`src/sv/ecpe_pkg.sv`:
```
`timescale 1ns / 1ps
// ----------------------------------------------------------------------------
// ecpe_pkg
// Shared constants and types for the event camera pixel emulator.
// ----------------------------------------------------------------------------
package ecpe_pkg;

    // pixel array size
    localparam int unsigned MAX_WIDTH  = 256;
    localparam int unsigned MAX_HEIGHT = 256;

    localparam int unsigned STORE_DEPTH = MAX_WIDTH * MAX_HEIGHT;
    localparam int unsigned STORE_AW    = (STORE_DEPTH > 1) ? $clog2(STORE_DEPTH) : 1;

    localparam int unsigned PIX_W = 8;

    localparam logic [PIX_W-1:0] THRESHOLD_RESET = 8'd10;
    localparam logic [PIX_W-1:0] REFERENCE_RESET = 8'd1;

    // event queue
    localparam int unsigned EVT_FIFO_DEPTH = 4;
    localparam int unsigned EVT_FIFO_AW    = $clog2(EVT_FIFO_DEPTH);
    localparam int unsigned EVT_FIFO_CW    = EVT_FIFO_AW + 1;

    localparam logic POL_BRIGHTER = 1'b0;
    localparam logic POL_DARKER   = 1'b1;

    typedef logic [STORE_AW-1:0] store_addr_t;

    typedef struct packed {
        logic             polarity;
        logic [PIX_W-1:0] ev_y;
        logic [PIX_W-1:0] ev_x;
    } event_t;

endpackage

```
`src/sv/ecpe_evt_fifo.sv`:
```
`timescale 1ns / 1ps
// ----------------------------------------------------------------------------
// ecpe_evt_fifo
// Small event queue between the compare stage and the output channel.
// ----------------------------------------------------------------------------
module ecpe_evt_fifo (
    input  logic                                aclk,
    input  logic                                aresetn,
    input  logic                                push,
    input  ecpe_pkg::event_t                    push_data,
    input  logic                                pop,
    output logic                                not_empty,
    output ecpe_pkg::event_t                    head,
    output logic [ecpe_pkg::EVT_FIFO_CW-1:0]    count
);

    ecpe_pkg::event_t                    buf_mem [ecpe_pkg::EVT_FIFO_DEPTH];
    logic [ecpe_pkg::EVT_FIFO_AW-1:0]    wr_ptr_reg, wr_ptr_next;
    logic [ecpe_pkg::EVT_FIFO_AW-1:0]    rd_ptr_reg, rd_ptr_next;
    logic [ecpe_pkg::EVT_FIFO_CW-1:0]    cnt_reg, cnt_next;

    always_comb begin
        wr_ptr_next = wr_ptr_reg;
        rd_ptr_next = rd_ptr_reg;
        cnt_next    = cnt_reg;
        if (push) begin
            wr_ptr_next = wr_ptr_reg + 1'b1;
        end
        if (pop) begin
            rd_ptr_next = rd_ptr_reg + 1'b1;
        end
        if (push && !pop) begin
            cnt_next = cnt_reg + 1'b1;
        end else if (pop && !push) begin
            cnt_next = cnt_reg - 1'b1;
        end
    end

    always_ff @(posedge aclk) begin
        if (!aresetn) begin
            wr_ptr_reg <= '0;
            rd_ptr_reg <= '0;
            cnt_reg    <= '0;
        end else begin
            wr_ptr_reg <= wr_ptr_next;
            rd_ptr_reg <= rd_ptr_next;
            cnt_reg    <= cnt_next;
        end
    end

    always_ff @(posedge aclk) begin
        if (push) begin
            buf_mem[wr_ptr_reg] <= push_data;
        end
    end

    assign head      = buf_mem[rd_ptr_reg];
    assign not_empty = (cnt_reg != '0);
    assign count     = cnt_reg;

endmodule

```
`config.mk`:
```
export PLATFORM = sky130hd
export DESIGN_NAME = ecpe_evt_fifo
export DESIGN_NICKNAME = d
export VERILOG_FILES = /design/src/sv/ecpe_pkg.sv /design/src/sv/ecpe_evt_fifo.sv
export SDC_FILE = /design/constraint.sdc
export NUM_CORES = 1
export LEC_CHECK = 0
export BUFFER_PORTS_ARGS = -buffer_cell sky130_fd_sc_hd__buf_2
export CAP_MARGIN = 20
export CELL_PAD_IN_SITES_DETAIL_PLACEMENT = 1
export CELL_PAD_IN_SITES_GLOBAL_PLACEMENT = 1
export CORE_ASPECT_RATIO = 0.75
export CORE_UTILIZATION = 40
export CTS_BUF_LIST = sky130_fd_sc_hd__clkbuf_4
export DETAILED_ROUTE_END_ITERATION = 16
export PLACE_DENSITY_LB_ADDON = 0.1
export REMOVE_ABC_BUFFERS = 1
export SYNTH_ARGS = -nofsm -noshare
export SYNTH_HDL_FRONTEND = slang
export SYNTH_SLANG_ARGS = --single-unit
```
`constraint.sdc`:
```
create_clock -name aclk -period 3.86 [get_ports aclk]
set_clock_uncertainty 0.2 [all_clocks]
set_input_delay 0.965 -clock aclk [delete_from_list [all_inputs] [get_ports aclk]]
set_output_delay 0.965 -clock aclk [all_outputs]
set_load 0.1 [all_outputs]
```
==> flow_metrics.tcl, run 1 <==
set metrics [dict create \
    outcome "complete, no violations" \
    final_cells 282 \
    dpl_worst_slack_ps 1020 \
    syn_inst 131 \
    slew_violations 0 \
    die-area_um2 7680 \
    first_iter_violations 63 \
    grt_use_total 0.142 \
    initial_core_util 0.421 \
    synth_edf_count 68 \
    required_ps 2690 \
    drt_first_pass_iters 4 \
    clock-sinks 77 \
    synth_most_common_cell "edfxtp_1" \
    grt_pass1_wl_um 7820 \
    power_frac_seq 0.522 \
    p_leak_uw 0.00119 \
    cellPowerDensity_nw_per_um2 557 \
    ys_top_cells_by_count "edfxtp_1 (68), mux4_2 (10), and2_1 (9), dfxtp_1 (9), mux4_1 (7)" \
    fin_crit_sh 0.835 \
    viasPerCell 4.73 \
    finalHoldViolCount 0 \
    dpl.hpwl_um 3080 \
    drive_above_1_share 0.364 \
    dp_cells 267 \
    worstPathArrival_ps 2060 \
    holdCritPathClass "reg2reg" \
    synth_largest_area_cell "edfxtp_1" \
    fin_crit_ps 3220 \
    synth_cell_types 19 \
    die-height_um 76.1 \
    synth_flop_cell "edfxtp_1" \
    clk_path_buf_depth 2 \
    crit_path_start_kind "register" \
    worstSkewPairLatency_ps 390 \
    synthTopCellsByArea "edfxtp_1 (70%), mux4_2 (7.7%), mux4_1 (6.3%), dfxtp_1 (6.1%), ha_1 (2.1%)" \
    cts_buffers 9 \
    endpoint_kind "output port" \
    portBuffers 41 \
    die_w_um 101 \
    diodes 0 \
    maxSlewHeadroom 0.371 \
    p_clk_frac 0.243 \
    area_growth_pct 14.4 \
    cts_hold_buf 0 \
    crit_type "reg2out" \
    post_cts_buffers 0 \
    worst_slack_ps 637 \
    worstMarginPinSlew_ps 943 \
    combPwrFrac 0.234 \
    cts_tree "yes" \
    vias 1334 \
    p_sw_uw 623 \
    max_freq_mhz 310 \
    cts_resized 0 \
    netlist_area_um2 2930 \
    rsz0062_at_grt "no" \
    fp-row-count 26 \
    finalSetupViolations 0 \
    clk_pin_slew_worst_paths_ps 110 \
    core_area_um2 6960 \
    layout.nets 207 \
    drv_cap 0 \
    setup_tns_ps 0 \
    async_flop_share 0 \
    synth_seq_cells 77 \
    worstPathMaxFanout 17 \
    largest-register "buf_mem" \
    ys_seq_area_frac 0.758 \
    gp_congestion 0.726 \
    grt_pass1_vias 1449 \
    htree_levels 3 \
    p_sw_frac 0.334 \
    ant_nets 0 \
    wl_um 4790 \
    largest_reg_flops 68 \
    ios 42 \
    detail_route.wl_per_cell_um 17.0 \
    synth_top_area_share 0.697 \
    grt_overflow_total 0 \
    p_int_uw 1240 \
    yosysWarnings 0 \
    synth.avg_cell_area_um2 22.4 \
    fin_util 0.482 \
    drc 0 \
    ir_drop_mv 0.255 \
    grt_max_degree 18 \
    antenna_found_initial 0 \
    cts_root_buf "clkbuf_4" \
]
[metal layers]
metal  track usage  routed length, µm
met3        0.0615                297
met1         0.185               2160
met4        0.0435                 36
met5             0                  0
met2         0.216               2300
[layout by cell type, fill, tap and decap left out]
cell / Yosys / routed
edfxtp_1: 68 / 68
buf_2: 2 / 41
mux4_2: 10 / 10
clkbuf_4: 0 / 10
and2_1: 9 / 9
dfxtp_1: 9 / 9
mux4_1: 7 / 7
ha_1: 5 / 5
inv_1: 4 / 4
xor2_1: 3 / 3
clkinv_2: 0 / 3
or3_1: 2 / 2
xnor2_1: 2 / 2
mux2i_1: 2 / 2
nor2b_1: 2 / 2
nand2_1: 1 / 1
o21ai_0: 1 / 1
a21boi_0: 1 / 1
fa_1: 1 / 1
clkinvlp_4: 0 / 1
bufinv_16: 0 / 1
buf_4: 0 / 1
[worst max-delay path: stages, from the launching register on]
cell     delay, ps
dfxtp_1        870
mux4_2         360
buf_2          430
[kinds of logic (layout without fill, tap and decap cells)]
group | after synthesis | count (layout) | share of synthesized area
XOR/XNOR | 5 | 5 | 0.0149
buffers and inverters | 8 | 61 | 0.0192
multiplexers | 19 | 19 | 0.146
flip-flops | 77 | 77 | 0.758
adder cells (fa/ha/maj) | 6 | 6 | 0.0282
AND/OR/NAND/NOR | 14 | 14 | 0.0290
AO/OA/AOI/OAI | 2 | 2 | 0.00427
[power groups by stage]
stage | combinational [µW] | sequential, µW | clock, µW
after floorplan | 320 | 1040 | 0
after global placement | 435 | 992 | 0
after detailed placement | 442 | 996 | 0
after CTS | 442 | 976 | 473
after global routing | 460 | 981 | 503
final | 437 | 975 | 454
[through the flow]
stage	hold slack, ps	total power [µW]	cell area, µm²
2_1_floorplan	328	1360	2890
3_3_place_gp	284	1430	3230
3_5_place_dp	301	1440	3230
4_1_cts	318	1890	3350
5_1_grt	359	1940	3350
6_report	314	1870	3350
[layout make-up]
class                      instances  area [µm²]
fill                             694        3610
sequential                        77        2220
multi-input combinational         46         653
timing repair buffer              42         213
tap                               98         123
clock buffer                      10        75.1
clock inverter                     5        52.6
inverter                           4        15.0
[final timing paths]
| kind | from | to | slack (ps) | depth (start not counted) |
|---|---|---|---|---|
| worst max-delay path | register | head[1] | 640 | 2 |
| worst max register to register | wr_ptr_reg[0]$_SDFFE_PN0P_ | buf_mem[0][0]$_DFFE_PP_ | 1920 | 3 |
| worst min-delay path | count[2]$_SDFFE_PN0P_ | count[2]$_SDFFE_PN0P_ | 310 | 2 |
| worst min register to register | count[2]$_SDFFE_PN0P_ | count[2]$_SDFFE_PN0P_ | 310 | 2 |
(Power assumes the default switching activity.)
==> run 2, diff against run 1 <==
--- a/config.mk
+++ b/config.mk
@@ -5,6 +5,7 @@
 export SDC_FILE = /design/constraint.sdc
 export NUM_CORES = 1
 export LEC_CHECK = 0
+export ABC_AREA = 1
 export BUFFER_PORTS_ARGS = -buffer_cell sky130_fd_sc_hd__buf_2
 export CAP_MARGIN = 20
 export CELL_PAD_IN_SITES_DETAIL_PLACEMENT = 1
==> constraint.sdc (replaced) <==
create_clock -name aclk -period 3.15 [get_ports aclk]
set_clock_uncertainty 0.2 [all_clocks]
set_input_delay 0.7875 -clock aclk [delete_from_list [all_inputs] [get_ports aclk]]
set_output_delay 0.7875 -clock aclk [all_outputs]
set_load 0.1 [all_outputs]
==> flow_metrics.tcl, run 2 <==
set metrics [dict create \
    yosysWarnings 0 \
    synthTopCellsByArea "edfxtp_1 (68%), dfxtp_1 (6.0%), nor2_1 (5.0%), o22ai_1 (3.5%), o21ai_2 (2.9%)" \
    netlist_area_um2 3020 \
    synth_flop_cell "edfxtp_1" \
    ir_drop_mv 0.307 \
    maxSlewHeadroom 0.529 \
    largest-register "buf_mem" \
    outcome "complete, no violations" \
    max_freq_mhz 343 \
    synth_most_common_cell "edfxtp_1" \
    worst_slack_ps 237 \
    endpoint_kind "output port" \
    ys_seq_area_frac 0.735 \
    holdCritPathClass "reg2reg" \
    cts_tree "yes" \
    diodes 0 \
    wl_um 5980 \
    synth_largest_area_cell "edfxtp_1" \
    synth_top_area_share 0.676 \
    final_common_cell "edfxtp_1" \
    fill_cells 780 \
    reg2reg_depth 4 \
    finalSetupViolations 0 \
    drt_first_pass_iters 4 \
    post_cts_buffers 0 \
    synth.avg_cell_area_um2 13.6 \
    rsz0062_at_grt "no" \
    required_ps 2160 \
    fin_crit_ps 2910 \
    grt_max_degree 35 \
    grt_pass1_vias 1957 \
    holdPathStages 1 \
    vias 1858 \
    drc 0 \
    initial_core_util 0.412 \
    dpl.hpwl_um 3720 \
    fp-row-count 27 \
    largest_reg_flops 68 \
    grt_pass1_wl_um 9910 \
    cellPowerDensity_nw_per_um2 691 \
    drive_above_1_share 0.273 \
    final_cell_mix "edfxtp_1 (68), buf_2 (41), nor2_1 (40)" \
    synth_cell_types 19 \
    synth_edf_count 68 \
    detail_route.wl_per_cell_um 15.9 \
    ios 42 \
    layout.nets 297 \
    grt_overflow_total 0 \
    viasPerCell 4.94 \
    clock-sinks 77 \
    area_growth_pct 15.5 \
    ys_top_cells_by_count "edfxtp_1 (68), nor2_1 (40), o21ai_0 (17), o22ai_1 (17), inv_1 (15)" \
    drv_cap 0 \
    htree_levels 3 \
    finalHoldViolCount 0 \
    ant_nets 0 \
    clk_path_buf_depth 2 \
    portBuffers 41 \
    antenna_found_initial 0 \
    die-height_um 77.3 \
    cts_root_buf "clkbuf_4" \
    worstPathMaxFanout 21 \
    crit_type "reg2out" \
    die-area_um2 7910 \
    clk_pin_slew_worst_paths_ps 110 \
    synth_seq_cells 77 \
    async_flop_share 0 \
    p_leak_uw 0.00132 \
    crit_path_start_kind "register" \
    hold_ws_ps 244 \
    gp_congestion 0.735 \
    cts_buffers 9 \
    worstMarginPinSlew_ps 705 \
    syn_inst 222 \
    grt_use_total 0.173 \
    worstSkewPairLatency_ps 400 \
    core_area_um2 7330 \
    fin_crit_sh 0.925 \
    worstPathArrival_ps 1930 \
    first_iter_violations 64 \
    die_w_um 102 \
    cts_hold_buf 0 \
    slew_violations 0 \
    dpl_worst_slack_ps 392 \
]
-- run 2: report_power, final --
group / total [µW] / internal [µW] / switching, µW
combinational: 491 / 82.1 / 409
sequential: 1180 / 1160 / 22.8
clock: 739 / 418 / 321
-- run 2: cell type report --
| type | instances | area (µm²) | area share |
|---|---|---|---|
| clock buffer | 11 | 82.6 | 0.0237 |
| clock inverter | 5 | 100 | 0.0287 |
| inverter | 17 | 68.8 | 0.0197 |
| multi-input combinational | 119 | 646 | 0.185 |
| sequential | 77 | 2220 | 0.637 |
| tap | 101 | 126 | 0.0362 |
| timing repair buffer | 46 | 243 | 0.0696 |
-- run 2: worst paths after layout --
kind	from	end	slack (ps)
setup / recovery	register	head[14]	240
hold / removal	rd_ptr_reg[1]$_SDFFE_PN0P_	register	240
setup reg to reg	wr_ptr_reg[0]$_SDFFE_PN0P_	buf_mem[2][4]$_DFFE_PP_	1380
hold reg to reg	rd_ptr_reg[1]$_SDFFE_PN0P_	register	240
-- run 2: logic make-up after synthesis --
family,synth area share
buf+inv,0.0509
flops,0.735
compound gates,0.120
simple gates,0.0658
fa+ha+maj,0.0273
-- run 2: metal layers --
metal / vias to the layer above / wire [µm] / track usage
met5: - / 0 / 0
met4: 0 / 57 / 0.0429
met3: 6 / 248 / 0.0647
met2: 31 / 2750 / 0.265
met1: 921 / 2920 / 0.232
li1: 900 / - / -
-- run 2: what timing repair did --
| item | CTS | global route |
|---|---|---|
| hold endpoints to repair | 0 | 0 |
| resized for setup | 2 | 0 |
| endpoints found under the setup margin | 12 | 0 |
-- run 2: through the flow --
step	cell area (µm²)	util	std cells	total power (µW)	setup TNS (ps)
2_1_floorplan	2930	-	213	1590	-5670
3_3_place_gp	3300	0.451	360	1690	0
3_5_place_dp	3300	0.451	360	1700	0
4_1_cts	3490	0.476	376	2440	0
5_1_grt	3490	0.476	376	2500	0
6_report	3490	0.476	376	2410	0
-- run 2: worst max-delay path: stages (launching register included) --
cell     delay (ps)
dfxtp_1         440
buf_4           290
o21ai_0         150
o22ai_1         180
buf_2           450
